<file path="config.mk">
export PLATFORM = sky130hd
export DESIGN_NAME = circular_linked_queue_manager_flat
export DESIGN_NICKNAME = d
export VERILOG_FILES = /design/src/rtl/clq_pkg.sv /design/src/rtl/clq_in_if.sv /design/src/rtl/clq_out_if.sv /design/src/rtl/clq_core.sv /design/src/rtl/circular_linked_queue_manager.sv /design/src/flat_wrapper.sv
export SDC_FILE = /design/constraint.sdc
export NUM_CORES = 1
export LEC_CHECK = 0
export ABC_AREA = 1
export BUFFER_PORTS_ARGS = -buffer_cell sky130_fd_sc_hd__buf_2
export CAP_MARGIN = 0
export CORE_ASPECT_RATIO = 0.9
export CORE_MARGIN = 5
export CORE_UTILIZATION = 43
export CTS_CLUSTER_DIAMETER = 30
export DETAILED_ROUTE_END_ITERATION = 10
export SETUP_SLACK_MARGIN = 0.4
export SYNTH_ARGS = -nofsm -noshare
export SYNTH_HDL_FRONTEND = slang
export SYNTH_SLANG_ARGS = --single-unit
</file>
<file path="constraint.sdc">
create_clock -name i_clk -period 5 [get_ports i_clk]
set_input_delay 1 -clock i_clk [delete_from_list [all_inputs] [get_ports i_clk]]
set_output_delay 1 -clock i_clk [all_outputs]
set_load 0.03 [all_outputs]
</file>
<file path="src/rtl/clq_pkg.sv">
// Package: shared constants and types for the circular linked queue manager.
`timescale 1ns / 1ps

package clq_pkg;

    localparam int CLQ_NUM_NODES = 16;
    localparam int NODE_W        = 4;
    localparam int CNT_W         = 5;
    localparam int STATUS_W      = 2;

    typedef enum logic {
        FUNC_APPEND = 1'b0,
        FUNC_REMOVE = 1'b1
    } t_func;

    typedef enum logic [STATUS_W-1:0] {
        ST_OK     = 2'd0,
        ST_LINKED = 2'd1,
        ST_EMPTY  = 2'd2,
        ST_ABSENT = 2'd3
    } t_status;

    typedef struct packed {
        t_status             status;
        logic [CNT_W-1:0]    queue_count;
        logic [NODE_W-1:0]   head_node;
        logic                queue_empty;
    } t_result;

endpackage

</file>
<file path="src/rtl/clq_in_if.sv">
// Interface: request channel (operation and node number).
`timescale 1ns / 1ps

interface clq_in_if;
    logic                        valid;
    logic                        ready;
    logic                        func;
    logic [clq_pkg::NODE_W-1:0]  node_index;

    modport source (output valid, func, node_index, input ready);
    modport sink   (input valid, func, node_index, output ready);
endinterface

</file>
<file path="src/rtl/clq_out_if.sv">
// Interface: result channel (status, size, head, empty flag).
`timescale 1ns / 1ps

interface clq_out_if;
    logic                          valid;
    logic                          ready;
    logic [clq_pkg::STATUS_W-1:0]  status;
    logic [clq_pkg::CNT_W-1:0]     queue_count;
    logic [clq_pkg::NODE_W-1:0]    head_node;
    logic                          queue_empty;

    modport source (output valid, status, queue_count, head_node, queue_empty, input ready);
    modport sink   (input valid, status, queue_count, head_node, queue_empty, output ready);
endinterface

</file>
<file path="src/rtl/clq_core.sv">
// Queue state (links, membership, head, tail, count) and combinational next-state update.
`timescale 1ns / 1ps

module clq_core #(
    parameter int NUM_NODES = clq_pkg::CLQ_NUM_NODES
) (
    input  logic                        i_clk,
    input  logic                        i_rst_n,
    input  logic                        i_en,
    input  logic                        i_func,
    input  logic [clq_pkg::NODE_W-1:0]  i_node,
    output clq_pkg::t_result            o_result
);

    localparam int LW = (NUM_NODES > 1) ? $clog2(NUM_NODES) : 1;
    localparam int CW = clq_pkg::CNT_W;
    localparam int NW = clq_pkg::NODE_W;

    logic [LW-1:0]        r_next [NUM_NODES];
    logic [LW-1:0]        r_prev [NUM_NODES];
    logic [LW-1:0]        n_next [NUM_NODES];
    logic [LW-1:0]        n_prev [NUM_NODES];
    logic [NUM_NODES-1:0] r_member, n_member;
    logic [LW-1:0]        r_head, n_head;
    logic [LW-1:0]        r_tail, n_tail;
    logic [CW-1:0]        r_count, n_count;

    logic                 w_in_range;
    logic                 w_is_member;
    logic                 w_empty;
    logic [LW-1:0]        w_node;
    logic [LW-1:0]        w_nx;
    logic [LW-1:0]        w_pv;
    clq_pkg::t_status     w_status;

    assign w_in_range  = 32'(i_node) < NUM_NODES;
    assign w_node      = LW'(i_node);
    assign w_is_member = w_in_range && r_member[w_node];
    assign w_empty     = (r_count == '0);
    assign w_nx        = r_next[w_node];
    assign w_pv        = r_prev[w_node];

    // Tail is kept in a register so an append needs no link read.
    always_comb begin
        n_next   = r_next;
        n_prev   = r_prev;
        n_member = r_member;
        n_head   = r_head;
        n_tail   = r_tail;
        n_count  = r_count;
        w_status = clq_pkg::ST_OK;
        if (i_func == clq_pkg::FUNC_APPEND) begin
            if (!w_in_range) begin
                w_status = clq_pkg::ST_ABSENT;
            end else if (w_is_member) begin
                w_status = clq_pkg::ST_LINKED;
            end else begin
                if (w_empty) begin
                    n_next[w_node] = w_node;
                    n_prev[w_node] = w_node;
                    n_head         = w_node;
                end else begin
                    n_next[w_node] = r_head;
                    n_prev[w_node] = r_tail;
                    n_next[r_tail] = w_node;
                    n_prev[r_head] = w_node;
                end
                n_tail           = w_node;
                n_member[w_node] = 1'b1;
                n_count          = r_count + CW'(1);
            end
        end else begin
            if (w_empty) begin
                w_status = clq_pkg::ST_EMPTY;
            end else if (!w_is_member) begin
                w_status = clq_pkg::ST_ABSENT;
            end else begin
                if (r_count == CW'(1)) begin
                    n_head = '0;
                end else begin
                    // Links of the removed node are dead; never read while unlinked.
                    n_next[w_pv] = w_nx;
                    n_prev[w_nx] = w_pv;
                    if (r_head == w_node) begin
                        n_head = w_nx;
                    end
                    if (r_tail == w_node) begin
                        n_tail = w_pv;
                    end
                end
                n_member[w_node] = 1'b0;
                n_count          = r_count - CW'(1);
            end
        end
    end

    always_comb begin
        o_result.status      = w_status;
        o_result.queue_count = n_count;
        o_result.queue_empty = (n_count == '0);
        o_result.head_node   = (n_count == '0) ? '0 : NW'(n_head);
    end

    always_ff @(posedge i_clk) begin
        if (!i_rst_n) begin
            r_member <= '0;
            r_head   <= '0;
            r_tail   <= '0;
            r_count  <= '0;
        end else if (i_en) begin
            r_member <= n_member;
            r_head   <= n_head;
            r_tail   <= n_tail;
            r_count  <= n_count;
        end
    end

    always_ff @(posedge i_clk) begin
        if (i_en) begin
            r_next <= n_next;
            r_prev <= n_prev;
        end
    end

    a_count_matches_members: assert property (@(posedge i_clk) disable iff (!i_rst_n)
        $countones(r_member) == int'(r_count))
        else $error("count differs from number of member nodes");

    a_head_is_member: assert property (@(posedge i_clk) disable iff (!i_rst_n)
        (r_count != '0) |-> (r_member[r_head] && r_member[r_tail]))
        else $error("head or tail not a member");

    a_ring_closed: assert property (@(posedge i_clk) disable iff (!i_rst_n)
        (r_count != '0) |-> (r_next[r_tail] == r_head && r_prev[r_head] == r_tail))
        else $error("tail and head not linked");

    a_append_grows: assert property (@(posedge i_clk) disable iff (!i_rst_n)
        (i_en && i_func == clq_pkg::FUNC_APPEND && w_status == clq_pkg::ST_OK)
        |=> (r_count == $past(r_count) + CW'(1)))
        else $error("accepted append did not grow the queue");

    a_refused_no_change: assert property (@(posedge i_clk) disable iff (!i_rst_n)
        (i_en && w_status != clq_pkg::ST_OK) |=> ($stable(r_member) && $stable(r_count)))
        else $error("refused operation changed the queue");

endmodule

</file>
<file path="src/rtl/circular_linked_queue_manager.sv">
// Top level: circular doubly linked queue manager with registered result channel.
`timescale 1ns / 1ps

//  channel | dir | payload                                         | transfer when
//  --------+-----+-------------------------------------------------+---------------
//  i_in    | in  | func, node_index                                | valid && ready
//  o_out   | out | status, queue_count, head_node, queue_empty     | valid && ready
//
//  One request per cycle while i_in.ready is high; the result is registered for the cycle after the transfer.
//  Each operation touches at most four link entries plus head/tail/count,
//  all in flops, so the whole update fits between request and result register.
//  i_in.ready drops while in reset, or while a result waits and o_out.ready is low.
//  Synchronous active-low reset empties the queue; link contents are don't-care.

module circular_linked_queue_manager #(
    parameter int NUM_NODES = clq_pkg::CLQ_NUM_NODES
) (
    input  logic       i_clk,
    input  logic       i_rst_n,
    clq_in_if.sink     i_in,
    clq_out_if.source  o_out
);

    logic             w_accept;
    logic             r_out_valid;
    clq_pkg::t_result w_result;
    clq_pkg::t_result r_result;

    // Output register frees up whenever the sink takes the held result.
    assign i_in.ready = i_rst_n && (!r_out_valid || o_out.ready);
    assign w_accept   = i_in.valid && i_in.ready;

    clq_core #(
        .NUM_NODES (NUM_NODES)
    ) u_core (
        .i_clk    (i_clk),
        .i_rst_n  (i_rst_n),
        .i_en     (w_accept),
        .i_func   (i_in.func),
        .i_node   (i_in.node_index),
        .o_result (w_result)
    );

    always_ff @(posedge i_clk) begin
        if (!i_rst_n) begin
            r_out_valid <= 1'b0;
        end else if (w_accept) begin
            r_out_valid <= 1'b1;
        end else if (o_out.ready) begin
            r_out_valid <= 1'b0;
        end
    end

    // Payload: no reset needed.
    always_ff @(posedge i_clk) begin
        if (w_accept) begin
            r_result <= w_result;
        end
    end

    assign o_out.valid       = r_out_valid;
    assign o_out.status      = r_result.status;
    assign o_out.queue_count = r_result.queue_count;
    assign o_out.head_node   = r_result.head_node;
    assign o_out.queue_empty = r_result.queue_empty;

endmodule
</file>
<file path="src/flat_wrapper.sv">
// flat-port wrapper written by rule: the top's interface ports become plain ports
module circular_linked_queue_manager_flat 
#(
    parameter int NUM_NODES = clq_pkg::CLQ_NUM_NODES
)
  (i_clk, i_rst_n, i_in_valid, i_in_func, i_in_node_index, i_in_ready, o_out_valid, o_out_status, o_out_queue_count, o_out_head_node, o_out_queue_empty, o_out_ready);
  clq_in_if i_in_i ();
  clq_out_if o_out_i ();
  input  logic i_clk;
  input  logic i_rst_n;
  input wire logic [$bits(i_in_i.valid)-1:0] i_in_valid;
  input wire logic [$bits(i_in_i.func)-1:0] i_in_func;
  input wire logic [$bits(i_in_i.node_index)-1:0] i_in_node_index;
  output wire logic [$bits(i_in_i.ready)-1:0] i_in_ready;
  output wire logic [$bits(o_out_i.valid)-1:0] o_out_valid;
  output wire logic [$bits(o_out_i.status)-1:0] o_out_status;
  output wire logic [$bits(o_out_i.queue_count)-1:0] o_out_queue_count;
  output wire logic [$bits(o_out_i.head_node)-1:0] o_out_head_node;
  output wire logic [$bits(o_out_i.queue_empty)-1:0] o_out_queue_empty;
  input wire logic [$bits(o_out_i.ready)-1:0] o_out_ready;
  assign i_in_i.valid = i_in_valid;
  assign i_in_i.func = i_in_func;
  assign i_in_i.node_index = i_in_node_index;
  assign i_in_ready = i_in_i.ready;
  assign o_out_valid = o_out_i.valid;
  assign o_out_status = o_out_i.status;
  assign o_out_queue_count = o_out_i.queue_count;
  assign o_out_head_node = o_out_i.head_node;
  assign o_out_queue_empty = o_out_i.queue_empty;
  assign o_out_i.ready = o_out_ready;
  circular_linked_queue_manager #(.NUM_NODES(NUM_NODES)) u_core (.i_clk(i_clk), .i_rst_n(i_rst_n), .i_in(i_in_i), .o_out(o_out_i));
endmodule
</file>
; Yosys cells after proc, flatten, opt, wreduce, memory -nomap -nowiden
; Index checks and enable logic that the tools add are counted.
[op_classes]
add_sub_neg = 2
n_mul = 0
n_div = 0
order_cmp = 12
n_eq_ne = 8
shifts = 0
muxes = 67
bitwise_logic = 8
reduce_logical = 16
[op_table]
columns = cell, count
row1 = $mux W64, 12
row2 = $bwmux W64, 8
row3 = $mux W4, 22
row4 = $demux W4 S4, 5
row5 = $mux W16, 4
row6 = $bmux W4 S4, 2
row7 = $ge A5 B5 Y1 const B, 5
row8 = $lt A5 B1 Y1 const B, 5
row9 = $not A4 Y5, 5
row10 = $mux W5, 4
row11 = $and A16 B16 Y16, 1
row12 = $not A16 Y16, 1
row13 = $or A16 B16 Y16, 1
row14 = $logic_not A5 Y1, 2
row15 = $eq A4 B4 Y1, 2
row16 = $logic_and A1 B1 Y1, 8
row17 = $mux W2, 3
row18 = $reduce_and A6 Y1, 1
row19 = $add A5 B1 Y5 const B, 1
row20 = $eq A5 B1 Y1 const B, 1
row21 = $lt A4 B5 Y1 const B, 1
row22 = $mux W1, 5
row23 = $reduce_and A5 Y1, 1
row24 = $sub A5 B1 Y5 const B, 1
row25 = other kinds (11), 12
[totals]
regBits = 170
latch_bits = 0
ram_bits = 0
romBits = 0
input_bits = 9
elab_cells = 154
n_memories = 0

; Depth between registers and ports, before layout
[logic_depth]
depth_word = 14
mapped_depth = 19

; By module
; Synthesis repeated with hierarchy kept, for this count alone.
[unflattened]
hier_cells = 1480
hier_area_um2 = 11243.3
[by_module_without_submodules]
columns = module, n_inst, cells_per_inst, area_each_um2, seq_area_each_um2
row1 = clq_core, 1, 1459, 10824.1, 4424.2
row2 = circular_linked_queue_manager, 1, 21, 419.2, 380.4

; Worst setup path after synthesis
; Ideal clock, no wire load.
[synth_timing]
path_type = in2reg
startpoint = input i_rst_n
endpoint = register u_core.u_core.r_next[10] (netlist bit) (enable)
arrival_ps = 3140
t_required_ps = 4661
setup_slack_ps = 1520
cell_stages = 11
path_cell_list = inv_1 > a21oi_1 > nand2_1 > clkinv_1 > o21ai_0 > nor2_1 > nand2_1 > inv_2 > buf_2 > nand2_1 > a21oi_1
[synth_between]
elab_chain_len = 3
[synth_lines]
columns = element, line
row1 = "start, declared", flat_wrapper.sv:10  ; input logic i_rst_n;
row2 = $logic_and A1 B1 Y1, circular_linked_queue_manager.sv:30  ; assign i_in.ready = i_rst_n && (!r_out_valid || o_out.ready);
row3 = named net i_in_ready, flat_wrapper.sv:14  ; output wire logic [$bits(i_in_i.ready)-1:0] i_in_ready;
row4 = $logic_and A1 B1 Y1, circular_linked_queue_manager.sv:31  ; assign w_accept = i_in.valid && i_in.ready;
row5 = named net u_core.u_core.i_en, clq_core.sv:9  ; input logic i_en,
row6 = $reduce_and A5 Y1 (no line), n/a
row7 = "end signal, assigned", clq_core.sv:120  ; r_next <= n_next;
row8 = "end, declared", clq_core.sv:19  ; logic [LW-1:0] r_next [NUM_NODES];
; The timed path passes the listed nets, and every way through them passes these cells.
; A chain may end at the register's enable or synchronous reset.

; Worst setup path after layout
[layout_timing]
startpoint = input i_in_node_index[3]
endpoint = register u_core.u_core.r_prev[34] (netlist bit) (enable)
[layout_between]
elab_chain_len = 4
word_cells_on_any_way = 6
cone_classes = eq/ne: 3 / mux: 2 / reduce/logical: 1
[layout_lines]
columns = element, line
row1 = "start, declared", flat_wrapper.sv:13  ; input wire logic [$bits(i_in_i.node_index)-1:0] i_in_node_index;
row2 = $bmux W1 S4 (*), clq_core.sv:38  ; assign w_is_member = w_in_range && r_member[w_node];
row3 = $mux W1 (implied by the code) (*), clq_core.sv:38
row4 = $ne A3 B3 Y1 (no line) (tied with other cells), n/a
row5 = $reduce_and A5 Y1 (no line) (*), n/a
row6 = "end signal, assigned", clq_core.sv:121  ; r_prev <= n_prev;
row7 = "end, declared", clq_core.sv:20  ; logic [LW-1:0] r_prev [NUM_NODES];
; Every way passes the cells marked *; elsewhere a longest branch is shown, timed or not. The select of a mux whose other input is x is not followed.

==> impl_metrics.csv <==
group,metric,value,unit
clock_network,post-cts-setup-buffer-count,0,
detailed_routing,wirelength,45000,um
floorplanning,start_util,0.440,
finish,drive_gt1_frac,0.0729,
synthesis,syn_inst,1457,
floorplanning,dieArea,29200,um2
sta,rsz0062_at_grt,"no",
synthesis,seq_area_frac_synth,0.431,
global_routing,grt_max_degree,78,
pwr,p_leak,4.30,nW
global_routing,grt_overflow_total,0,
clock_network,hold_buffers,0,
pwr,p_per_area,294,nW/um2
floorplanning,core.rowCount,55,
global_routing,grt_use_total,0.302,
sta,worstMarginPinSlew,1010,ps
sta,fmax,240,MHz
finish,antenna_cells,0,
worst_hold_path,hp-class,"reg -> reg",
placement,globalplace.congestion,1.06,
sta,hold_viol_final,0,
finish,fin_cells,1797,
clock_network,clkSinkCount,170,
sta,fin_crit_sh,0.833,
detailed_routing,vias_per_cell,6.26,
setup_path,cp_max_fo,18,
floorplanning,coreArea,25300,um2
clock_network,cts-root-buf,"clkbuf_16",
clock_network,clk_pin_slew_worst_paths,70,ps
detailed_routing,top_layer,"met4",
setup_path,cp-end-kind,"flip-flop",
finish,layout_common_cells,"301 x nand2_1, 224 x o21ai_0, 157 x nor2_1, 142 x o211ai_1, 140 x edfxtp_1",
synthesis,synthFlopType,"edfxtp_1",
setup_path,r2r-end,"u_core.u_core.r_prev[34]",
setup_path,path_class,"in -> reg",
sta,maxSlewViolCount,0,
pwr,finalPower,0.00358,W
placement,io_buffers,22,
sta,slew-limit-headroom,0.328,
clock_network,numCtsBuffers,17,
finish,final_common_cell,"nand2_1",
global_routing,antenna_found_initial,0,
sta,layout_min_cycle_time,4160,ps
synthesis,synth_fp_nets,1472,
synthesis,synth-seq-cells,170,
setup_path,crit_start,"i_in_node_index[3]",
synthesis,synth.distinct_cells,29,
floorplanning,pin_count,23,
detailed_routing,drc,0,
placement,dp.cells,1765,
clock_network,cts-resized-gates,0,
clock_network,cts.path.max_buffers,2,
sta,skew,11.7,ps
detailed_routing,wl_per_cell,25.0,um
global_routing,grt_pass1_wl,67000,um
setup_path,endpoint,"u_core.u_core.r_prev[34]",
clock_network,htree_levels,4,
sta,tns,0,ps
detailed_routing,met1_length,18700,um
clock_network,insertion_delay,440,ps
synthesis,netlist_area,11100,um2
clock_network,cts_tree,"yes",
detailed_routing,wl_met3,5530,um
detailed_routing,wl_met2,19000,um
finish,final_nets,1457,
run,maxCapViolCount,0,
setup_path,crit_arrival,4260,ps
synthesis,ys_warn_count,0,
setup_path,ff2ff_setup_slack,1790,ps
outcome,status,"finished clean",
setup_path,reg2reg_depth,14,
detailed_routing,via_count,11300,
pwr,ir_drop,0.000165,V
setup_path,critPathLaunchType,"input pin",
placement,dpl.hpwl,31300,um
detailed_routing,drt_iter0_markers,2131,
detailed_routing,drtPass1Iterations,6,
global_routing,grt_pass1_vias,10400,
finish,area_delta_synth_final,9.14,%
floorplanning,die_x,180,um
detailed_routing,ant_nets,0,
floorplanning,die_h,163,um
synthesis,ys_async_sr_fraction,0,
synthesis,synth.avg_cell_area,7.65,um2
synthesis,synth-edff-count,140,
setup_path,cp.required,5100,ps
sta,setup_viol,0,
state kept, by name, indices dropped and copies added (netlist names), named ones only:
| name | flops |
|---|---|
| u_core.o_out.head_node | 4 |
| u_core.o_out.queue_count | 5 |
| u_core.o_out.queue_empty | 1 |
| u_core.o_out.status | 2 |
| u_core.o_out.valid | 1 |
| u_core.u_core.r_count | 5 |
| u_core.u_core.r_head | 4 |
| u_core.u_core.r_next | 64 |
| u_core.u_core.r_prev | 64 |
| u_core.u_core.r_tail | 4 |
worst min path at each step:
stage	startpoint	endpoint	slack (ps)	depth (start not counted)
3_5_place_dp	u_core.o_out.valid	u_core.o_out.valid	500	2
5_1_grt	flip-flop	flip-flop	580	2
3_3_place_gp	u_core.o_out.valid	u_core.o_out.valid	510	2
4_1_cts	u_core.o_out.valid	u_core.o_out.valid	520	2
2_1_floorplan	flip-flop	flip-flop	500	2
6_report	u_core.o_out.valid	u_core.o_out.valid	520	2
kinds of logic (layout without fill, tap and decap cells):
family                   Yosys count  in the layout  share of synthesized area
adder cells (fa/ha/maj)            6              6                    0.00673
XOR/XNOR                          12             12                    0.00943
buffers and inverters            213            211                     0.0760
AND/OR/NAND/NOR                  514            514                      0.182
AO/OA/AOI/OAI                    542            542                      0.295
flip-flops                       170            170                      0.431
cell type report:
class                      instances  area [um2]
tap                              342         428
timing repair buffer              51         365
multi-input combinational       1074        5500
clock buffer                      17         425
sequential                       170        4800
inverter                         128         480
fill                            2599       13200
clock inverter                    15         161
worst max-delay path: stages:
cell      delay, ps
buf_2           250
nand2_1         240
clkinv_1        360
nand2_1         170
nand2_1          90
nor2_1          560
nor2_1          210
nand2_1         150
nand2_1         180
inv_2           420
buf_12          210
nand2_1          60
a21oi_1         340
power by group:
group	internal, W	switching (W)	total (W)	leakage [nW]
sequential	0.00155	0.0000170	0.00157	1.56
combinational	0.000133	0.000511	0.000644	2.45
clock	0.000746	0.000621	0.00137	0.281
stage by stage:
stage          area, um2  hold slack (ps)  utilization  setup slack [ps]
5_1_grt            12200              576        0.480               697
3_3_place_gp       11600              507        0.457               693
2_1_floorplan      11100              503            -              1520
3_5_place_dp       11600              503        0.457               518
4_1_cts            12200              521        0.480               951
6_report           12200              515        0.480               835
Yosys cell counts (4+ instances only):
| cell type | number | area (um2) |
|---|---|---|
| xor2_1 | 7 | 61.3 |
| clkbuf_1 | 49 | 184 |
| o22ai_1 | 33 | 206 |
| o221ai_1 | 4 | 35.0 |
| xnor2_1 | 5 | 43.8 |
| nor2_2 | 15 | 93.8 |
| buf_1 | 4 | 15.0 |
| inv_2 | 6 | 22.5 |
| dfxtp_1 | 30 | 601 |
| nand3_1 | 30 | 150 |
| a21oi_1 | 61 | 305 |
| o211ai_1 | 142 | 1070 |
| inv_1 | 119 | 447 |
| ha_1 | 6 | 75.1 |
| o21ai_0 | 224 | 1120 |
| nand2_1 | 301 | 1130 |
| edfxtp_1 | 140 | 4200 |
| o21ai_1 | 11 | 55.1 |
| nor2_1 | 159 | 597 |
| a22oi_1 | 64 | 480 |
| buf_2 | 29 | 145 |
metal layers:
layer	vias to the layer above	global-route usage
met2	785	0.440
met1	5212	0.435
met5	-	0
met4	0	0.126
li1	5141	-
met3	117	0.0657
No activity file was read; power rests on OpenSTA's default activity.
